### config.mk
export PLATFORM = sky130hd
export DESIGN_NAME = hsl_to_rgb_converter_top
export DESIGN_NICKNAME = d
export VERILOG_FILES = /design/src/hdl/h2r_pkg.sv /design/src/hdl/h2r_front.sv /design/src/hdl/h2r_levels.sv /design/src/hdl/h2r_ramp.sv /design/src/hdl/hsl_to_rgb_converter_top.sv
export SDC_FILE = /design/constraint.sdc
export NUM_CORES = 2
export LEC_CHECK = 0
export ABC_CLOCK_PERIOD_IN_PS = 14400
export BUFFER_PORTS_ARGS = -buffer_cell sky130_fd_sc_hd__buf_2
export CORE_MARGIN = 4
export CORE_UTILIZATION = 30
export CTS_CLUSTER_SIZE = 8
export DETAILED_ROUTE_END_ITERATION = 10
export PLACE_DENSITY_LB_ADDON = 0.3
export SETUP_SLACK_MARGIN = 0.02
export SYNTH_ARGS = -nofsm -noshare
export SYNTH_HDL_FRONTEND = slang
export SYNTH_SLANG_ARGS = --single-unit
### constraint.sdc
create_clock -name clk -period 14.4 [get_ports clk]
set_clock_uncertainty 0.2 [all_clocks]
set_input_delay 0.72 -clock clk [delete_from_list [all_inputs] [get_ports clk]]
set_output_delay 0.72 -clock clk [all_outputs]
set_load 0.005 [all_outputs]
### src/hdl/h2r_pkg.sv
// Shared types, constants and hue helpers for the HSL to RGB converter.
// Depends on nothing; every other file of the block imports it.
`default_nettype none

package h2r_pkg;

  // Fixed field widths
  localparam int HUE_W  = 9;
  localparam int CHAN_W = 8;
  localparam int WT_W   = 6;
  localparam int N_CHAN = 3;

  // Angles in whole degrees
  localparam logic [HUE_W-1:0] FULL_CIRCLE   = 9'd360;
  localparam logic [HUE_W-1:0] THIRD_CIRCLE  = 9'd120;
  localparam logic [HUE_W-1:0] TWO_THIRDS    = 9'd240;
  localparam logic [HUE_W-1:0] SIXTH_CIRCLE  = 9'd60;
  localparam logic [HUE_W-1:0] HOLD_END      = 9'd180;

  // Full ramp weight (the flat top of the ramp)
  localparam logic [WT_W-1:0] WT_FULL = 6'd60;

  // Lane order
  localparam int LANE_RED   = 0;
  localparam int LANE_GREEN = 1;
  localparam int LANE_BLUE  = 2;

  // Ramp weight, 0..60, applied to the level difference
  typedef logic [WT_W-1:0] h2r_wt_t;

  // Wrap a sum of two angles below 360 back into [0, 360)
  function automatic logic [HUE_W-1:0] hue_wrap(input logic [HUE_W:0] x);
    logic [HUE_W:0] r;
    r = (x >= {1'b0, FULL_CIRCLE}) ? x - {1'b0, FULL_CIRCLE} : x;
    return r[HUE_W-1:0];
  endfunction

  // Piecewise hue ramp: rise over 0..60, hold to 180, fall to 240, then zero
  function automatic h2r_wt_t ramp_weight(input logic [HUE_W-1:0] x);
    logic [HUE_W-1:0] d;
    h2r_wt_t          w;
    d = TWO_THIRDS - x;
    if (x < SIXTH_CIRCLE) begin
      w = x[WT_W-1:0];
    end else if (x < HOLD_END) begin
      w = WT_FULL;
    end else if (x < TWO_THIRDS) begin
      w = d[WT_W-1:0];
    end else begin
      w = '0;
    end
    return w;
  endfunction

endpackage

`default_nettype wire

### src/hdl/h2r_front.sv
// Input stages: hue reduction and range clamp, then the l*s product and hue weights.
// Depends on h2r_pkg.
`default_nettype none

module h2r_front import h2r_pkg::*; #(
  parameter int FRAC_BITS = 12
) (
  input  wire logic                     clk,
  input  wire logic                     rst_n,
  input  wire logic                     valid_i,
  input  wire logic [HUE_W-1:0]         hue_i,
  input  wire logic [FRAC_BITS:0]       sat_i,
  input  wire logic [FRAC_BITS:0]       light_i,
  output logic                          valid_o,
  output logic [2*FRAC_BITS:0]          prod_o,
  output logic [FRAC_BITS:0]            sat_o,
  output logic [FRAC_BITS:0]            light_o,
  output logic                          low_half_o,
  output h2r_wt_t [N_CHAN-1:0]          wt_o
);

  localparam logic [FRAC_BITS:0] ONE = {1'b1, {FRAC_BITS{1'b0}}};

  logic                  v1_r;
  logic [HUE_W-1:0]      hue1_r, hue1_nxt;
  logic [FRAC_BITS:0]    sat1_r, sat1_nxt;
  logic [FRAC_BITS:0]    light1_r, light1_nxt;

  logic                  v2_r;
  logic [2*FRAC_BITS:0]  prod2_r;
  logic [FRAC_BITS:0]    sat2_r, light2_r;
  logic                  low2_r, low2_nxt;
  h2r_wt_t [N_CHAN-1:0]  wt2_r, wt2_nxt;

  logic [2*FRAC_BITS+1:0] prod_full;
  logic [HUE_W-1:0]       ang_red, ang_blue;

  // Stage 1: reduce hue into one turn, saturate s and l at 1.0
  always_comb begin
    hue1_nxt   = (hue_i >= FULL_CIRCLE) ? hue_i - FULL_CIRCLE : hue_i;
    sat1_nxt   = (sat_i > ONE) ? ONE : sat_i;
    light1_nxt = (light_i > ONE) ? ONE : light_i;
  end

  // Stage 2: product l*s, lower-half flag, per-channel ramp weights
  always_comb begin
    prod_full = (2*FRAC_BITS+2)'(light1_r) * (2*FRAC_BITS+2)'(sat1_r);
    low2_nxt  = !light1_r[FRAC_BITS] && !light1_r[FRAC_BITS-1];
    ang_red   = hue_wrap({1'b0, hue1_r} + {1'b0, THIRD_CIRCLE});
    ang_blue  = hue_wrap({1'b0, hue1_r} + {1'b0, TWO_THIRDS});
    wt2_nxt[LANE_RED]   = ramp_weight(ang_red);
    wt2_nxt[LANE_GREEN] = ramp_weight(hue1_r);
    wt2_nxt[LANE_BLUE]  = ramp_weight(ang_blue);
  end

  // Advance valid bits
  always_ff @(posedge clk) begin
    if (!rst_n) begin
      v1_r <= 1'b0;
      v2_r <= 1'b0;
    end else begin
      v1_r <= valid_i;
      v2_r <= v1_r;
    end
  end

  // Advance payload
  always_ff @(posedge clk) begin
    hue1_r   <= hue1_nxt;
    sat1_r   <= sat1_nxt;
    light1_r <= light1_nxt;
    prod2_r  <= prod_full[2*FRAC_BITS:0];
    sat2_r   <= sat1_r;
    light2_r <= light1_r;
    low2_r   <= low2_nxt;
    wt2_r    <= wt2_nxt;
  end

  assign valid_o    = v2_r;
  assign prod_o     = prod2_r;
  assign sat_o      = sat2_r;
  assign light_o    = light2_r;
  assign low_half_o = low2_r;
  assign wt_o       = wt2_r;

endmodule

`default_nettype wire

### src/hdl/h2r_levels.sv
// Level stage: forms the low level v1 and half the level span (v2 - v1) / 2.
// Depends on h2r_pkg.
`default_nettype none

module h2r_levels import h2r_pkg::*; #(
  parameter int FRAC_BITS = 12
) (
  input  wire logic                     clk,
  input  wire logic                     rst_n,
  input  wire logic                     valid_i,
  input  wire logic [2*FRAC_BITS:0]     prod_i,
  input  wire logic [FRAC_BITS:0]       sat_i,
  input  wire logic [FRAC_BITS:0]       light_i,
  input  wire logic                     low_half_i,
  input  wire h2r_wt_t [N_CHAN-1:0]     wt_i,
  output logic                          valid_o,
  output logic [2*FRAC_BITS:0]          lo_o,
  output logic [2*FRAC_BITS:0]          span_o,
  output h2r_wt_t [N_CHAN-1:0]          wt_o
);

  logic                  valid_r;
  logic [2*FRAC_BITS:0]  lo_r, lo_nxt;
  logic [2*FRAC_BITS:0]  span_r, span_nxt;
  h2r_wt_t [N_CHAN-1:0]  wt_r;

  logic [2*FRAC_BITS:0]  sat_scaled, light_scaled;

  // v2 - l is l*s below one half and s*(1 - l) above; v1 = l - that
  always_comb begin
    sat_scaled   = {sat_i, {FRAC_BITS{1'b0}}};
    light_scaled = {light_i, {FRAC_BITS{1'b0}}};
    span_nxt     = low_half_i ? prod_i : sat_scaled - prod_i;
    lo_nxt       = light_scaled - span_nxt;
  end

  always_ff @(posedge clk) begin
    if (!rst_n) begin
      valid_r <= 1'b0;
    end else begin
      valid_r <= valid_i;
    end
  end

  always_ff @(posedge clk) begin
    lo_r   <= lo_nxt;
    span_r <= span_nxt;
    wt_r   <= wt_i;
  end

  assign valid_o = valid_r;
  assign lo_o    = lo_r;
  assign span_o  = span_r;
  assign wt_o    = wt_r;

endmodule

`default_nettype wire

### src/hdl/h2r_ramp.sv
// Ramp stages for all three lanes: numerator lo*60 + span*2w, then scale by 255/60.
// Depends on h2r_pkg.
`default_nettype none

module h2r_ramp import h2r_pkg::*; #(
  parameter int FRAC_BITS = 12
) (
  input  wire logic                     clk,
  input  wire logic                     rst_n,
  input  wire logic                     valid_i,
  input  wire logic [2*FRAC_BITS:0]     lo_i,
  input  wire logic [2*FRAC_BITS:0]     span_i,
  input  wire h2r_wt_t [N_CHAN-1:0]     wt_i,
  output logic                          valid_o,
  output logic [N_CHAN-1:0][CHAN_W-1:0] chan_o
);

  localparam int NUM_W = 2*FRAC_BITS + 7;
  localparam int SC_W  = NUM_W + 4;
  localparam int SH    = 2*FRAC_BITS + 2;

  logic                          v4_r, v5_r;
  logic [NUM_W-1:0]              num_r   [N_CHAN];
  logic [NUM_W-1:0]              num_nxt [N_CHAN];
  logic [N_CHAN-1:0][CHAN_W-1:0] chan_r, chan_nxt;

  logic [NUM_W-1:0]              lo_part;
  logic [SC_W-1:0]               scaled  [N_CHAN];

  // Stage 4: numerator over a denominator of 60 * ONE^2
  always_comb begin
    lo_part = NUM_W'(lo_i) * NUM_W'(SIXTH_CIRCLE);
    for (int i = 0; i < N_CHAN; i++) begin
      num_nxt[i] = lo_part + NUM_W'(span_i) * NUM_W'({wt_i[i], 1'b0});
    end
  end

  // Stage 5: 255/60 = 17/4, so the channel is (17 * num) >> (2F + 2)
  always_comb begin
    for (int i = 0; i < N_CHAN; i++) begin
      scaled[i]   = {num_r[i], 4'b0000} + SC_W'(num_r[i]);
      chan_nxt[i] = scaled[i][SH+CHAN_W-1:SH];
    end
  end

  always_ff @(posedge clk) begin
    if (!rst_n) begin
      v4_r <= 1'b0;
      v5_r <= 1'b0;
    end else begin
      v4_r <= valid_i;
      v5_r <= v4_r;
    end
  end

  always_ff @(posedge clk) begin
    num_r  <= num_nxt;
    chan_r <= chan_nxt;
  end

  assign valid_o = v5_r;
  assign chan_o  = chan_r;

endmodule

`default_nettype wire

### src/hdl/hsl_to_rgb_converter_top.sv
// HSL to RGB converter: five-stage pipeline from start to out_valid.
// Throughput one item per clock; busy stays low, the pipeline never holds back.
// Each item's result shows for exactly one cycle on out_* with out_valid high.
// Synchronous active-low reset clears the valid bits of all five stages.
// Depends on h2r_pkg, h2r_front, h2r_levels and h2r_ramp.
`default_nettype none

module hsl_to_rgb_converter_top import h2r_pkg::*; #(
  parameter int FRAC_BITS = 12
) (
  input  wire logic                 clk,
  input  wire logic                 rst_n,
  input  wire logic                 start,
  output logic                      busy,
  input  wire logic [HUE_W-1:0]     in_hue_degrees,
  input  wire logic [FRAC_BITS:0]   in_saturation,
  input  wire logic [FRAC_BITS:0]   in_lightness,
  output logic                      out_valid,
  output logic [CHAN_W-1:0]         out_red,
  output logic [CHAN_W-1:0]         out_green,
  output logic [CHAN_W-1:0]         out_blue
);

  localparam logic [FRAC_BITS:0] ONE = {1'b1, {FRAC_BITS{1'b0}}};

  logic                          accept;
  logic                          f_valid, l_valid;
  logic [2*FRAC_BITS:0]          f_prod;
  logic [FRAC_BITS:0]            f_sat, f_light;
  logic                          f_low;
  h2r_wt_t [N_CHAN-1:0]          f_wt, l_wt;
  logic [2*FRAC_BITS:0]          l_lo, l_span;
  logic [N_CHAN-1:0][CHAN_W-1:0] chan;

  // Take an item every cycle that start is high
  assign busy   = 1'b0;
  assign accept = start && !busy;

  h2r_front #(.FRAC_BITS(FRAC_BITS)) u_front (
    .clk        (clk),
    .rst_n      (rst_n),
    .valid_i    (accept),
    .hue_i      (in_hue_degrees),
    .sat_i      (in_saturation),
    .light_i    (in_lightness),
    .valid_o    (f_valid),
    .prod_o     (f_prod),
    .sat_o      (f_sat),
    .light_o    (f_light),
    .low_half_o (f_low),
    .wt_o       (f_wt)
  );

  h2r_levels #(.FRAC_BITS(FRAC_BITS)) u_levels (
    .clk        (clk),
    .rst_n      (rst_n),
    .valid_i    (f_valid),
    .prod_i     (f_prod),
    .sat_i      (f_sat),
    .light_i    (f_light),
    .low_half_i (f_low),
    .wt_i       (f_wt),
    .valid_o    (l_valid),
    .lo_o       (l_lo),
    .span_o     (l_span),
    .wt_o       (l_wt)
  );

  h2r_ramp #(.FRAC_BITS(FRAC_BITS)) u_ramp (
    .clk     (clk),
    .rst_n   (rst_n),
    .valid_i (l_valid),
    .lo_i    (l_lo),
    .span_i  (l_span),
    .wt_i    (l_wt),
    .valid_o (out_valid),
    .chan_o  (chan)
  );

  assign out_red   = chan[LANE_RED];
  assign out_green = chan[LANE_GREEN];
  assign out_blue  = chan[LANE_BLUE];

  // Each accepted item comes out on out_valid once it has passed the whole pipeline
  a_latency: assert property (@(posedge clk) disable iff (!rst_n)
    ($past(rst_n, 1) && $past(rst_n, 2) && $past(rst_n, 3) && $past(rst_n, 4) &&
     $past(rst_n, 5)) |-> (out_valid == $past(accept, 5)))
    else $error("out_valid does not follow an accepted item by five cycles");

  // Zero saturation gives a gray pixel
  a_gray: assert property (@(posedge clk) disable iff (!rst_n)
    (out_valid && ($past(in_saturation, 5) == '0)) |->
    ((out_red == out_green) && (out_green == out_blue)))
    else $error("zero saturation did not give equal channels");

  // Full lightness gives white
  a_white: assert property (@(posedge clk) disable iff (!rst_n)
    (out_valid && ($past(in_lightness, 5) >= ONE)) |->
    ((out_red == '1) && (out_green == '1) && (out_blue == '1)))
    else $error("full lightness did not give white");

  // Zero lightness gives black
  a_black: assert property (@(posedge clk) disable iff (!rst_n)
    (out_valid && ($past(in_lightness, 5) == '0)) |->
    ((out_red == '0) && (out_green == '0) && (out_blue == '0)))
    else $error("zero lightness did not give black");

endmodule

`default_nettype wire

Word level (Yosys, flattened, before mapping). Cells that the tools add are included.

Register bits after elaboration: 295. Input bits: 38. Output and inout port bits: 26. Logic and storage cells: 77.

Add/subtract/negate cells: 16. $mul: 5. $lt $le $gt $ge: 14. Mux-type cells: 13. Reduce and logical (&&, ||, !) cells: 3.

Operator list (number): $add A34 B31 Y34 (3); $add A31 B31 Y31 (3); $mul A25 B6 Y30 (3); $lt A9 B8 Y1 const B (6); $mux W6 (9); $sub A25 B25 Y25 (2); $mul A25 B4 Y29 const B (1); $lt A9 B6 Y1 const B (3); $mux W9 (3); $sub A9 B9 Y9 const B (3); $gt A13 B13 Y1 const B (2); $mul A13 B13 Y25 (1); $mux W25 (1); $ge A10 B9 Y1 const B (2); $sub A6 B6 Y6 const A (3); $add A9 B7 Y10 const B (1); $add A9 B8 Y10 const B (1); $ge A9 B9 Y1 const B (1); $logic_not A1 Y1 (2); $logic_and A1 B1 Y1 (1).

Logic depth before layout (Yosys ltp).
Depth in word-level cells: 7. Mapped depth: 30. Mapped depth without buffers: 29.

Hierarchy. Synthesis repeated with hierarchy kept, for this count alone.

Cells, all modules: 4164. Area, all modules: 36949.2 um^2.

By module, submodules not included: h2r_ramp (times used 1, cells an instance 2737, area an instance 23831.6 um^2, seq. area each 2322.2 um^2); h2r_front (times used 1, cells an instance 1062, area an instance 9684.3 um^2, seq. area each 2142.1 um^2); h2r_levels (times used 1, cells an instance 363, area an instance 3422.0 um^2, seq. area each 1361.3 um^2); hsl_to_rgb_converter_top (times used 1, cells an instance 2, area an instance 11.3 um^2, seq. area each 0.0 um^2).

Worst setup path before layout. OpenSTA, ideal clock, no wires.

Kind: register to register. Start: register u_levels.lo_r[0], in the netlist u_levels.lo_o[0]. End: register u_ramp.num_r[30] (netlist bit). Setup time: 130 ps. Data arrival time: 6355 ps. Data required time: 14070 ps. Path slack: 7716 ps. Cell stages (with the launch flop): 27. Path buffers: 1. Clock period less this slack: 6684 ps. Cells stage by stage: dfxtp_1 -> clkbuf_1 -> nand2_1 -> fa_1 -> fa_1 -> fa_1 -> inv_1 -> ha_1 -> a21o_1 -> a2111oi_0 -> o21bai_1 -> a21oi_1 -> inv_1 -> a21oi_1 -> o21bai_1 -> a21oi_1 -> xnor2_1 -> ha_1 -> a21oi_1 -> a21boi_0 -> o32ai_1 -> or4b_1 -> a31oi_1 -> o21ai_1 -> nand2_1 -> a21oi_1 -> xnor3_1.

RTL lines: start: declaration (RTL line h2r_levels.sv:23) `logic [2*FRAC_BITS:0] lo_r, lo_nxt;`; start signal: assignment (RTL line h2r_levels.sv:46) `lo_r <= lo_nxt;`; end signal: assignment (RTL line h2r_ramp.sv:57) `num_r <= num_nxt;`; end: declaration (RTL line h2r_ramp.sv:23) `logic [NUM_W-1:0] num_r [N_CHAN];`.

==> reports/qor.txt <==
EDFF count, synth - 0
unrepaired setup endpoints after global routing - false
GRT Resource Usage Total - 14.69%
Starting Density - 30.34%
post-synth net total - 5016
predominant post-synthesis flop cell - dfxtp_1
# clock sinks - 291
Final nets - 5032
core area - 120300 µm²
Rows - 127
total of warnings raised by yosys - 0
number of CTS-inserted buffers - 45
worst-path fanout max - 25
HPWL Detailed - 73110 µm
full die area - 127300 µm²
Clock Path Buffers - 3
critical path data required time - 14.66 ns
drt pass-1 iters - 5
Synth area leader - fa_1
grt total ovfl - 0
post-synthesis async set-or-reset flop share - 0%
Hold Buf Count CTS - 0
dpl ws - 6.762 ns
CP endpoint kind - flip-flop
most frequent CP cell - fa_1
Die H - 356.8 µm
Worst Tran Pin Value - 1.056 ns
CP max stage delay - 0.98 ns
Crit Path Category - flip-flop to flip-flop
Ports - 64
R2R Path Start - u_levels.wt_o[3]
Finished Layout Cells - 5775
ranking of synthesized cells by area - fa_1, dfxtp_1, ha_1, and2_1, inv_1
critical path startpoint - u_levels.wt_o[3]
Yosys reg bits - 291
Hold Startpoint - in_hue_degrees[2]
Cell Area, Synth - 36490 µm²
max cap viols - 0
DR iter-0 viols - 1145
post-CTS setup buffer count - 0
GP Congestion - 0.8460
via count - 27320
crit start category - flip-flop
Yosys cell types - 97
post-route core utilization - 33.11%
Reg2Reg Setup Slack - 6.73 ns
Yosys top cell area share - 24.47%
Vias/cell - 4.731
initial antenna violation count - 3
fin. max-slew vios - 0
first-pass GRT wire length - 151000 µm
Worst EP arrival - 7.93 ns
Gates resized, CTS repair - 0
Die X - 356.8 µm
post-synthesis sequential area ratio - 15.96%
vias in the first global route - 29020
Mean Syn Cell Area - 8.848 µm²
TritonCTS clock tree - done
fmax - 0.1304 GHz
number of port buffers - 62
RR Endpoint - u_ramp.num_r[92]
post-route clock period utilization - 53.25%
Critical-path top delay cell - dfxtp_1
worst skew pair latency - 0.60 ns
DRC violations left - 0
Area growth syn-to-layout - 9.152%
Setup violations, final - 0
post-route ant nets - 0
worst hold path type - input port to flip-flop
CP Capture Point - u_ramp.num_r[92]
post-layout minimum cycle time - 7.667 ns
outcome - complete, no violations
wirelength, routed - 90920 µm
Final WS setup - 6.733 ns
post-route setup TNS - 0 ns
largest net degree at the start of global routing - 43
Worst R2R Path Depth - 26
layout cells sized above 1 - 4.450%
critical path depth - 26
synthesized instance count - 4124
Top delay family on crit path - compound AO/OA/AOI/OAI gates
Root Buffer - clkbuf_16
drt wl/cell - 15.74 µm
slew margin rel. - 29.09%
Fin. Hold Viols - 0
crit path buf inv count - 1
clock slew at reported path FFs - 0.05 ns
H-tree levels - 2
Post-Place Cells - 5705
-- cell usage after synthesis (all sizes together) (31+ instances only) --
cell type  instances
inv              621
and2             448
fa               446
ha               408
nand2            307
dfxtp            291
a21oi            222
xnor2            200
nor2             193
o21ai            124
a21o             109
clkbuf           101
xor2              68
nor2b             52
nand3             49
nor3              46
o21a              42
o21bai            40
nand2b            32
a31oi             31
-- sequential cells by signal, indices dropped and copies added (netlist names), 9 cells and up --
signal	count
u_ramp.chan_o	24
u_front.light_o	13
u_ramp.num_r	90
u_front.prod_o	25
u_levels.wt_o	18
u_front.hue1_r	9
u_front.sat1_r	13
u_levels.span_o	24
u_levels.lo_o	25
u_front.wt_o	18
u_front.light1_r	13
u_front.sat_o	13
-- worst min-delay path by stage --
stage                                   end  slack, ns  depth (start not counted)
after global routing      u_front.hue1_r[2]       0.03                          1
after global placement    u_levels.wt_o[14]       0.11                          0
after CTS                 u_front.hue1_r[1]       0.02                          1
after floorplan            u_levels.wt_o[0]       0.11                          0
after detailed placement  u_levels.wt_o[14]       0.11                          0
final                     u_front.hue1_r[2]       0.06                          1
-- per-stage QoR --
stage / hold slack, ns / cell area, µm²
3_3_place_gp: 0.1132 / 38520
4_1_cts: 0.01802 / 39810
6_report: 0.05668 / 39830
3_5_place_dp: 0.1132 / 38520
5_1_grt: 0.03309 / 39810
2_1_floorplan: 0.1096 / 36490
-- worst register-to-register path: stages (launching register included) --
cell and delay (ns):
dfxtp_1 0.98, nand2_1 0.19, fa_1 0.60, fa_1 0.44, fa_1 0.50, inv_1 0.05
ha_1 0.32, a211oi_1 0.30, nor2_1 0.13, o31ai_1 0.30, a31oi_1 0.20, o21a_1 0.26
nand2_1 0.12, o21ai_0 0.10, a21oi_1 0.19, xnor2_1 0.23, ha_1 0.36, a211oi_1 0.35
o2111ai_1 0.19, a31oi_1 0.26, nand3b_1 0.13, o211ai_1 0.27, a21oi_1 0.14, o21a_1 0.18
nor2_1 0.11, xnor2_1 0.15, xnor3_1 0.32
-- cell type report --
| class | instances | area [µm²] |
|---|---|---|
| Timing Repair Buffer | 80 | 445.4 |
| Clock buffer | 58 | 1245 |
| Fill cell | 12570 | 80460 |
| Inverter | 621 | 2331 |
| Clock inverter | 6 | 52.55 |
| Multi-Input combinational cell | 3101 | 27900 |
| Antenna cell | 6 | 15.01 |
| Sequential cell | 291 | 5826 |
| Tap cell | 1612 | 2017 |
-- layout by cell type, fill, tap and decap left out, types with 7 or more instances in the layout --
| cell type | Yosys | final |
|---|---|---|
| a211oi_1 | 26 | 26 |
| a21o_1 | 109 | 109 |
| a21oi_1 | 220 | 220 |
| a221oi_1 | 7 | 7 |
| a31oi_1 | 28 | 28 |
| and2_1 | 448 | 448 |
| and3_1 | 24 | 24 |
| buf_2 | 3 | 62 |
| buf_4 | 2 | 18 |
| clkbuf_16 | 0 | 45 |
| clkbuf_8 | 0 | 7 |
| dfxtp_1 | 291 | 291 |
| fa_1 | 446 | 446 |
| ha_1 | 408 | 408 |
| inv_1 | 621 | 621 |
| mux2i_1 | 9 | 9 |
| nand2_1 | 307 | 307 |
| nand2b_1 | 32 | 32 |
| nand3_1 | 49 | 49 |
| nand4_1 | 12 | 12 |
| nor2_1 | 192 | 192 |
| nor2b_1 | 52 | 52 |
| nor3_1 | 43 | 43 |
| nor4_1 | 8 | 8 |
| o2111ai_1 | 7 | 7 |
| o211ai_1 | 18 | 18 |
| o21a_1 | 42 | 42 |
| o21ai_0 | 118 | 118 |
| o21bai_1 | 40 | 40 |
| o31a_1 | 7 | 7 |
| o31ai_1 | 12 | 12 |
| or2_2 | 9 | 9 |
| or3_1 | 17 | 17 |
| xnor2_1 | 198 | 198 |
| xor2_1 | 68 | 68 |
-- routing by layer --
| layer | track usage [%] | part of all wire, % | vias up |
|---|---|---|---|
| met5 | 0 | 0 | - |
| met4 | 5.090 | 3.4 | 0 |
| met3 | 1.702 | 3.7 | 145 |
| met2 | 26.43 | 49 | 400 |
| met1 | 18.13 | 44 | 13360 |
| li1 | - | - | 13420 |
-- logic make-up after synthesis --
| family | count (synthesis) | share of synthesized area, % |
|---|---|---|
| simple gates | 1228 | 17.60 |
| fa+ha+maj | 856 | 38.51 |
| buf+inv | 732 | 7.581 |
| compound gates | 730 | 13.20 |
| flops | 291 | 15.96 |
| xor+xnor | 272 | 6.724 |
| mux | 14 | 0.4012 |
| other cells | 1 | 0.01028 |
Power is not shown: default switching activity piles up to over one toggle a cycle in this logic, so the estimate is an artifact.
